--- src/hw/rtl/bit_addressed_memory_core_macros.svh ---
// Assertion macros used by the RTL controller.
// Each one expects signals named clk and arst_n in the module that uses it.
`ifndef BIT_ADDRESSED_MEMORY_CORE_MACROS_SVH
`define BIT_ADDRESSED_MEMORY_CORE_MACROS_SVH

// The condition holds in the same cycle as the trigger.
`define BAM_ASSERT_NOW(label, trig, cond, msg) \
	label: assert property (@(posedge clk) disable iff (!arst_n) (trig) |-> (cond)) \
		else $error(msg);

// The condition holds in the cycle after the trigger.
`define BAM_ASSERT_NEXT(label, trig, cond, msg) \
	label: assert property (@(posedge clk) disable iff (!arst_n) (trig) |=> (cond)) \
		else $error(msg);

`endif

--- src/hw/rtl/bam_pkg.sv ---
package bam_pkg;

	// field widths
	localparam int OP_W     = 3;
	localparam int DATA_W   = 32;
	localparam int ADDR_W   = 32;
	localparam int FBITS_W  = 6;
	localparam int LEN_W    = 16;
	localparam int MASK_W   = 8;
	localparam int ORIGIN_W = 27;
	localparam int SIZE_W   = 11;
	localparam int LP_W     = 11;
	localparam int CFG_W    = 27;
	localparam int CFG_IDX_W = 1;

	// stream word layout
	localparam int IN_TDATA_W  = 96;
	localparam int OUT_TDATA_W = 40;

	// operation codes
	localparam logic [OP_W-1:0] OP_LOAD     = 3'd0;
	localparam logic [OP_W-1:0] OP_READ_FWD = 3'd1;
	localparam logic [OP_W-1:0] OP_READ_REV = 3'd2;
	localparam logic [OP_W-1:0] OP_SET      = 3'd3;
	localparam logic [OP_W-1:0] OP_CLEAR    = 3'd4;
	localparam logic [OP_W-1:0] OP_GET      = 3'd5;

	// register indexes
	localparam logic [CFG_IDX_W-1:0] REG_ORIGIN = 1'd0;
	localparam logic [CFG_IDX_W-1:0] REG_SIZE   = 1'd1;

	// reset value of the size register
	localparam logic [SIZE_W-1:0] SIZE_RESET = 11'd1024;

	// flag that get merges in when its clipped range is not empty and set never writes
	localparam logic [MASK_W-1:0] LOCAL_FLAG = 8'h80;

	// controller to datapath
	typedef struct packed {
		logic accept;
		logic load_wr;
		logic rd_a;
		logic rd_b;
		logic rd_c;
		logic clip_a;
		logic clip_b;
		logic walk;
		logic clr_step;
		logic finish;
	} bam_cmd_t;

	// datapath to controller
	typedef struct packed {
		logic [OP_W-1:0] in_op;
		logic            cnt_zero;
		logic            clr_last;
		logic            out_free;
	} bam_stat_t;

	// bit order reversal of a 32-bit word
	function automatic logic [31:0] reverse32(input logic [31:0] v);
		logic [31:0] r;
		for (int i = 0; i < 32; i++) begin
			r[i] = v[31-i];
		end
		return r;
	endfunction

endpackage

--- src/hw/rtl/bam_ctrl.sv ---
`include "bit_addressed_memory_core_macros.svh"

// Sequencer: one word at a time through clear, load, read and range walk steps.
module bam_ctrl
	import bam_pkg::*;
(
	input  logic      clk,
	input  logic      arst_n,
	input  logic      s_tvalid,
	output logic      s_tready,
	input  bam_stat_t stat,
	output bam_cmd_t  cmd
);

	localparam logic [3:0] ST_CLR  = 4'd0;
	localparam logic [3:0] ST_IDLE = 4'd1;
	localparam logic [3:0] ST_LD   = 4'd2;
	localparam logic [3:0] ST_RA   = 4'd3;
	localparam logic [3:0] ST_RB   = 4'd4;
	localparam logic [3:0] ST_RC   = 4'd5;
	localparam logic [3:0] ST_CA   = 4'd6;
	localparam logic [3:0] ST_CB   = 4'd7;
	localparam logic [3:0] ST_WALK = 4'd8;
	localparam logic [3:0] ST_FIN  = 4'd9;

	logic [3:0] state_q;
	logic [3:0] state_d;

	// next state and commands
	always_comb begin
		state_d  = state_q;
		cmd      = '0;
		s_tready = 1'b0;
		case (state_q)
			ST_CLR: begin
				cmd.clr_step = 1'b1;
				if (stat.clr_last) begin
					state_d = ST_IDLE;
				end
			end
			ST_IDLE: begin
				s_tready = 1'b1;
				if (s_tvalid) begin
					cmd.accept = 1'b1;
					case (stat.in_op)
						OP_LOAD:     state_d = ST_LD;
						OP_READ_FWD: state_d = ST_RA;
						OP_READ_REV: state_d = ST_RA;
						OP_SET:      state_d = ST_CA;
						OP_CLEAR:    state_d = ST_CA;
						OP_GET:      state_d = ST_CA;
						default:     state_d = ST_FIN;
					endcase
				end
			end
			ST_LD: begin
				cmd.load_wr = 1'b1;
				state_d = ST_FIN;
			end
			ST_RA: begin
				cmd.rd_a = 1'b1;
				state_d = ST_RB;
			end
			ST_RB: begin
				cmd.rd_b = 1'b1;
				state_d = ST_RC;
			end
			ST_RC: begin
				cmd.rd_c = 1'b1;
				state_d = ST_FIN;
			end
			ST_CA: begin
				cmd.clip_a = 1'b1;
				state_d = ST_CB;
			end
			ST_CB: begin
				cmd.clip_b = 1'b1;
				state_d = ST_WALK;
			end
			// the cycle that sees the count at zero retires the last entry
			ST_WALK: begin
				if (stat.cnt_zero) begin
					state_d = ST_FIN;
				end else begin
					cmd.walk = 1'b1;
				end
			end
			ST_FIN: begin
				if (stat.out_free) begin
					cmd.finish = 1'b1;
					state_d = ST_IDLE;
				end
			end
			default: begin
				state_d = ST_IDLE;
			end
		endcase
	end

	always_ff @(posedge clk or negedge arst_n) begin
		if (!arst_n) begin
			state_q <= ST_CLR;
		end else begin
			state_q <= state_d;
		end
	end

	`BAM_ASSERT_NOW(a_no_accept_in_clear, state_q == ST_CLR, !s_tready, "word taken during clear pass")
	`BAM_ASSERT_NEXT(a_accept_leaves_idle, cmd.accept, state_q != ST_IDLE, "accept did not start work")
	`BAM_ASSERT_NOW(a_walk_has_count, cmd.walk, !stat.cnt_zero, "walk step with empty count")
	`BAM_ASSERT_NOW(a_finish_needs_room, cmd.finish, stat.out_free, "result overwrote pending word")

endmodule

--- config.mk ---
export PLATFORM = sky130hd
export DESIGN_NAME = bam_ctrl
export DESIGN_NICKNAME = d
export VERILOG_FILES = /design/src/hw/rtl/bam_pkg.sv /design/src/hw/rtl/bam_ctrl.sv
export VERILOG_INCLUDE_DIRS = /design/src /design/src/hw/rtl
export SDC_FILE = /design/constraint.sdc
export NUM_CORES = 1
export LEC_CHECK = 0
export ABC_AREA = 1
export BUFFER_PORTS_ARGS = -buffer_cell sky130_fd_sc_hd__buf_4
export CAP_MARGIN = 20
export CORE_AREA = 2 2 39 41
export CTS_CLUSTER_SIZE = 28
export DETAILED_ROUTE_END_ITERATION = 8
export DIE_AREA = 0 0 41 43
export PLACE_DENSITY = 0.64
export SYNTH_ARGS = -nofsm -noshare
export SYNTH_HDL_FRONTEND = slang
export SYNTH_SLANG_ARGS = --single-unit
--- constraint.sdc ---
create_clock -name clk -period 1.1 [get_ports clk]
set_input_delay 0.055 -clock clk [delete_from_list [all_inputs] [get_ports clk]]
set_output_delay 0.055 -clock clk [all_outputs]
set_load 0.02 [all_outputs]
* Word-level counts from Yosys, hierarchy flattened
Cells that the tools add are included.
Word-level totals: output and inout port bits 11, register bits 4
Cells by class: reductions and logical operators 6, muxes and demuxes 20, equality and inequality tests 18
Operators by type and width (count):
- $pmux 4 s9 | 1
- $eq 4x3->1 const B | 4
- $mux 4 | 4
- $mux 1 | 14
- $pmux 4 s3 | 1
- $eq 4x2->1 const B | 2
- $eq 4x4->1 const B | 2
- $ne 2x2->1 const B | 4
- $eq 3x2->1 const B | 2
- $eq 3x3->1 const B | 2
- $eq 4x1->1 const B | 1
- $logic_not 4->1 | 1
- $reduce_and 4->1 | 1
- $reduce_or 2->1 | 2
- $eq 3x1->1 const B | 1
- $logic_not 3->1 | 1
- $reduce_or 3->1 | 1

* Logic depth before layout (Yosys ltp)
word-level depth 5, depth in mapped cells 8, mapped depth without buffers 8

* Worst setup path after synthesis
Ideal clock, no wire load.
kind register to register, from register state_q[1], to register state_q[2], arrival 1110 ps, setup time 71 ps, stages on the path, launching flop included 8, path slack -81 ps, cell sequence dfrtp_1 -> inv_1 -> nand2_2 -> nor2_2 -> nand2_1 -> nor2_1 -> nor2_1 -> nor2_1
On the way: word-level cells in the longest chain between the ends 3
Ends and longest elaborated chain:
- start: declaration | line bam_ctrl.sv:26 | logic [3:0] state_q;
- start signal: assignment | line bam_ctrl.sv:104 | state_q <= state_d;
- $eq 4x3->1, or another cell as far along | line bam_ctrl.sv:34 | case (state_q)
- $reduce_or 2->1 (no line) / $ne 2x2->1 (equally long branches)
- $pmux 4 s9 / $reduce_and 4->1 (equally long branches)
Several ways; a longest one is shown, not always the timed one. A chain may end at the register's enable or synchronous reset.

* Final worst setup path
Ends and elaborated chain as after synthesis.

==> impl_metrics.toml <==
[setup_path]
critical-path-top-delay-family = "simple AND/OR/NAND/NOR gates"
max_stage_delay_ps = 470
timing.reg2reg.setup_slack_ps = -190
cells_traversed_along_the_worst_timing_path = "inv_4 -> nand2_4 -> nor2_4 -> buf_6 -> nand2_4 -> nor2_4 -> nor2_2 -> nor2_2"
end_kind = "register"
crit_path_start_kind = "register"
critical_path_arrival_ps = 1450
critical_path.reg2reg.startpoint = "state_q[1]"
cp_data_required_time_ps = 1260
timing.rr.end = "state_q[2]"
critPathKind = "reg2reg"
path_buf_inv = 2
critPathMaxFanout = 4
timing.reg2reg.worst_path_depth = 8
crit_path_top_delay_cell = "sky130_fd_sc_hd__dfrtp_2"

[die]
die-area_um2 = 1760
dieHeight_um = 43
design.core.area_um2 = 1380
design.portCount = 20
number_of_cell_rows = 14
dieWidth_um = 41
start_util_pct = 29.6

[placed_design]
place_hpwl_um = 908
place.port_buffers = 19
final_weighted_congestion_in_routability_driven_placement = 0.763

[route]
vias_per_cell = 4.55
detailedRoute.firstPassIterationCount = 1
remaining_number_of_nets_flagged_by_the_antenna_check_after_routing = 0
drtIter0Drc = 0
vias_post_dr = 587
drc = 0
route.final.wire_length_mm = 1.51
drt-wirelength-per-cell_um = 11.7

[logic_synthesis]
yosysWarningCount = 0
synth_enable_flop_cells = 0
synth_ff_type = "sky130_fd_sc_hd__dfrtp_1"
syn-instance-count = 77
synth.cell_area_um2 = 409
yosysTopAreaCellShare_pct = 24.5
synth.distinct_cells = 13
synthArstFlopShare_pct = 100
seq_area_frac_synth_pct = 24.5
synth.area.top_cells = "sky130_fd_sc_hd__dfrtp_1 24%, sky130_fd_sc_hd__inv_1 20%, sky130_fd_sc_hd__nand2_1 19%"
ys_top_cells_by_count = "22 x sky130_fd_sc_hd__inv_1, 21 x sky130_fd_sc_hd__nand2_1, 13 x sky130_fd_sc_hd__nor2_1"
yosys.area.top_type = "sky130_fd_sc_hd__dfrtp_1"
yosys_register_bits = 4
syn-num-nets = 86
avgSynthCellArea_um2 = 5.31
most_used_standard_cell_by_instance_count_after_synthesis = "sky130_fd_sc_hd__inv_1"

[timing]
timing.final.setup_violations = 15
layout_worst_path_cycle_share_pct = 117
grt_setup_unrepaired = "true"
max_clock_freq_ghz = 0.776
final_critical_path_setup_slack_ps = -188
fin_tns_setup_ps = -2440
slew_viol_final = 0
final_hold_viol_count = 0
clock_skew_ps = 2.00
min_period_ps = 1290
worst_slew_margin_rel_pct = 76.3
worstMarginPinSlew_ps = 356

[finish]
area_growth_syn_to_layout_pct = 120
largest_registers = "state_q x4"
regMostFlops = "state_q"
n_fill_cell = 111
largest_register_ff_count = 4
layout-drive-gt1-share_pct = 73.5
antenna-diode-count = 0
finish.net_count = 124
final_core_util_pct = 65.2

[clocking]
worst_skew_pair.late_latency_ps = 230
cts.reportedPaths.clkPinSlew_ps = 40
cts_made_buffers = 3
numClockSinks = 4
h_tree_level_count = 1
clock_path_buffers = 2
cts-root-buf = "sky130_fd_sc_hd__clkbuf_4"
tritoncts = "done"

[job]
max_cap_violations = 0

[grt]
grt.total_usage_pct = 17.6
first_global_vias = 571
grt_first_pass_wirelength_mm = 2.19
grt.overflow.total = 0
grt_antenna_before_repair = 0
grt_start_max_net_pins = 7

[min_path]
hold_path.class = "in2async"

[outcome]
failing_checks = "negative setup slack"
run_status = "complete, but fails checks"

[power_and_ir_drop]
cellLeakagePower_nw = 0.497
irDropWorstVdd_uv = 1250
power.density_cell_area_nw_per_um2 = 2570
[logic make-up (layout without fill, tap and decap cells)]
logic type	Yosys count	in the layout	synth area share [%]
DFF	4	4	24.5
and+or+nand+nor	48	48	51.7
AOI/OAI and AO/OA	3	3	3.67
buffers and inverters	22	58	20.2
[worst max path at each step]
| stage | slack (ps) | start | cells past startpoint | to |
|---|---|---|---|---|
| CTS | -150 | state_q[3] | 5 | s_tready |
| global route | -260 | state_q[0] | 8 | state_q[3] |
| global placement | -120 | state_q[3] | 6 | state_q[2] |
| detailed placement | -120 | state_q[3] | 6 | state_q[0] |
| finish | -190 | state_q[1] | 8 | state_q[2] |
| floorplan | -7 | state_q[1] | 3 | cmd[0] |
[per-stage QoR]
| step | hold slack [ps] | area (µm²) | setup slack, ps | total power, mW | std cells |
|---|---|---|---|---|---|
| 5_1_grt | 150 | 902 | -257 | 2.48 | 129 |
| 3_5_place_dp | -144 | 614 | -124 | 1.32 | 117 |
| 3_3_place_gp | -147 | 614 | -124 | 1.32 | 117 |
| 4_1_cts | 144 | 769 | -148 | 1.87 | 126 |
| 2_1_floorplan | -241 | 414 | -6.65 | 0.942 | 77 |
| 6_report | 157 | 902 | -188 | 2.32 | 129 |
[power by group]
part	switching [mW]	total (mW)	leakage (nW)	internal, mW
registers	0.140	0.355	0.0471	0.215
logic	0.961	1.79	0.437	0.826
clock network	0.0575	0.179	0.0138	0.122
[routing by layer]
metal	wire length (µm)	global-route usage, %	share of wire (%)
met1	601	21.8	40
met2	868	29.1	57
met3	34	3.14	2.2
met4	9	6.00	0.59
met5	0	0	0
[area by class of cell]
type	count	area (µm²)	area share, %
sequential	4	104	11.5
inverter	22	85.1	9.43
clock buffer	3	22.5	2.50
multi-input combinational	51	372	41.2
tap	16	20.0	2.22
timing repair buffer	33	299	33.1
[what timing repair did]
action,4_1_cts,5_1_grt
pin swaps,11,20
gates resized for setup,31,37
endpoints found under the setup margin,15,15
hold endpoints to repair,4,0
setup buffers,5,3
hold buffers,1,0
[layout by cell type (no fill, tap or decap), types with 3 or more instances in the layout]
cell | netlist | final
sky130_fd_sc_hd__nor2_2 | 3 | 4
sky130_fd_sc_hd__nand2_1 | 21 | 10
sky130_fd_sc_hd__nor2_4 | 0 | 10
sky130_fd_sc_hd__nand3_2 | 1 | 4
sky130_fd_sc_hd__dfrtp_2 | 0 | 3
sky130_fd_sc_hd__clkbuf_4 | 0 | 3
sky130_fd_sc_hd__inv_2 | 0 | 11
sky130_fd_sc_hd__nand2_2 | 1 | 9
sky130_fd_sc_hd__buf_6 | 0 | 13
sky130_fd_sc_hd__buf_4 | 0 | 19
sky130_fd_sc_hd__nand2_4 | 0 | 3
sky130_fd_sc_hd__inv_1 | 22 | 10
No activity file was read; power rests on OpenSTA's default activity.
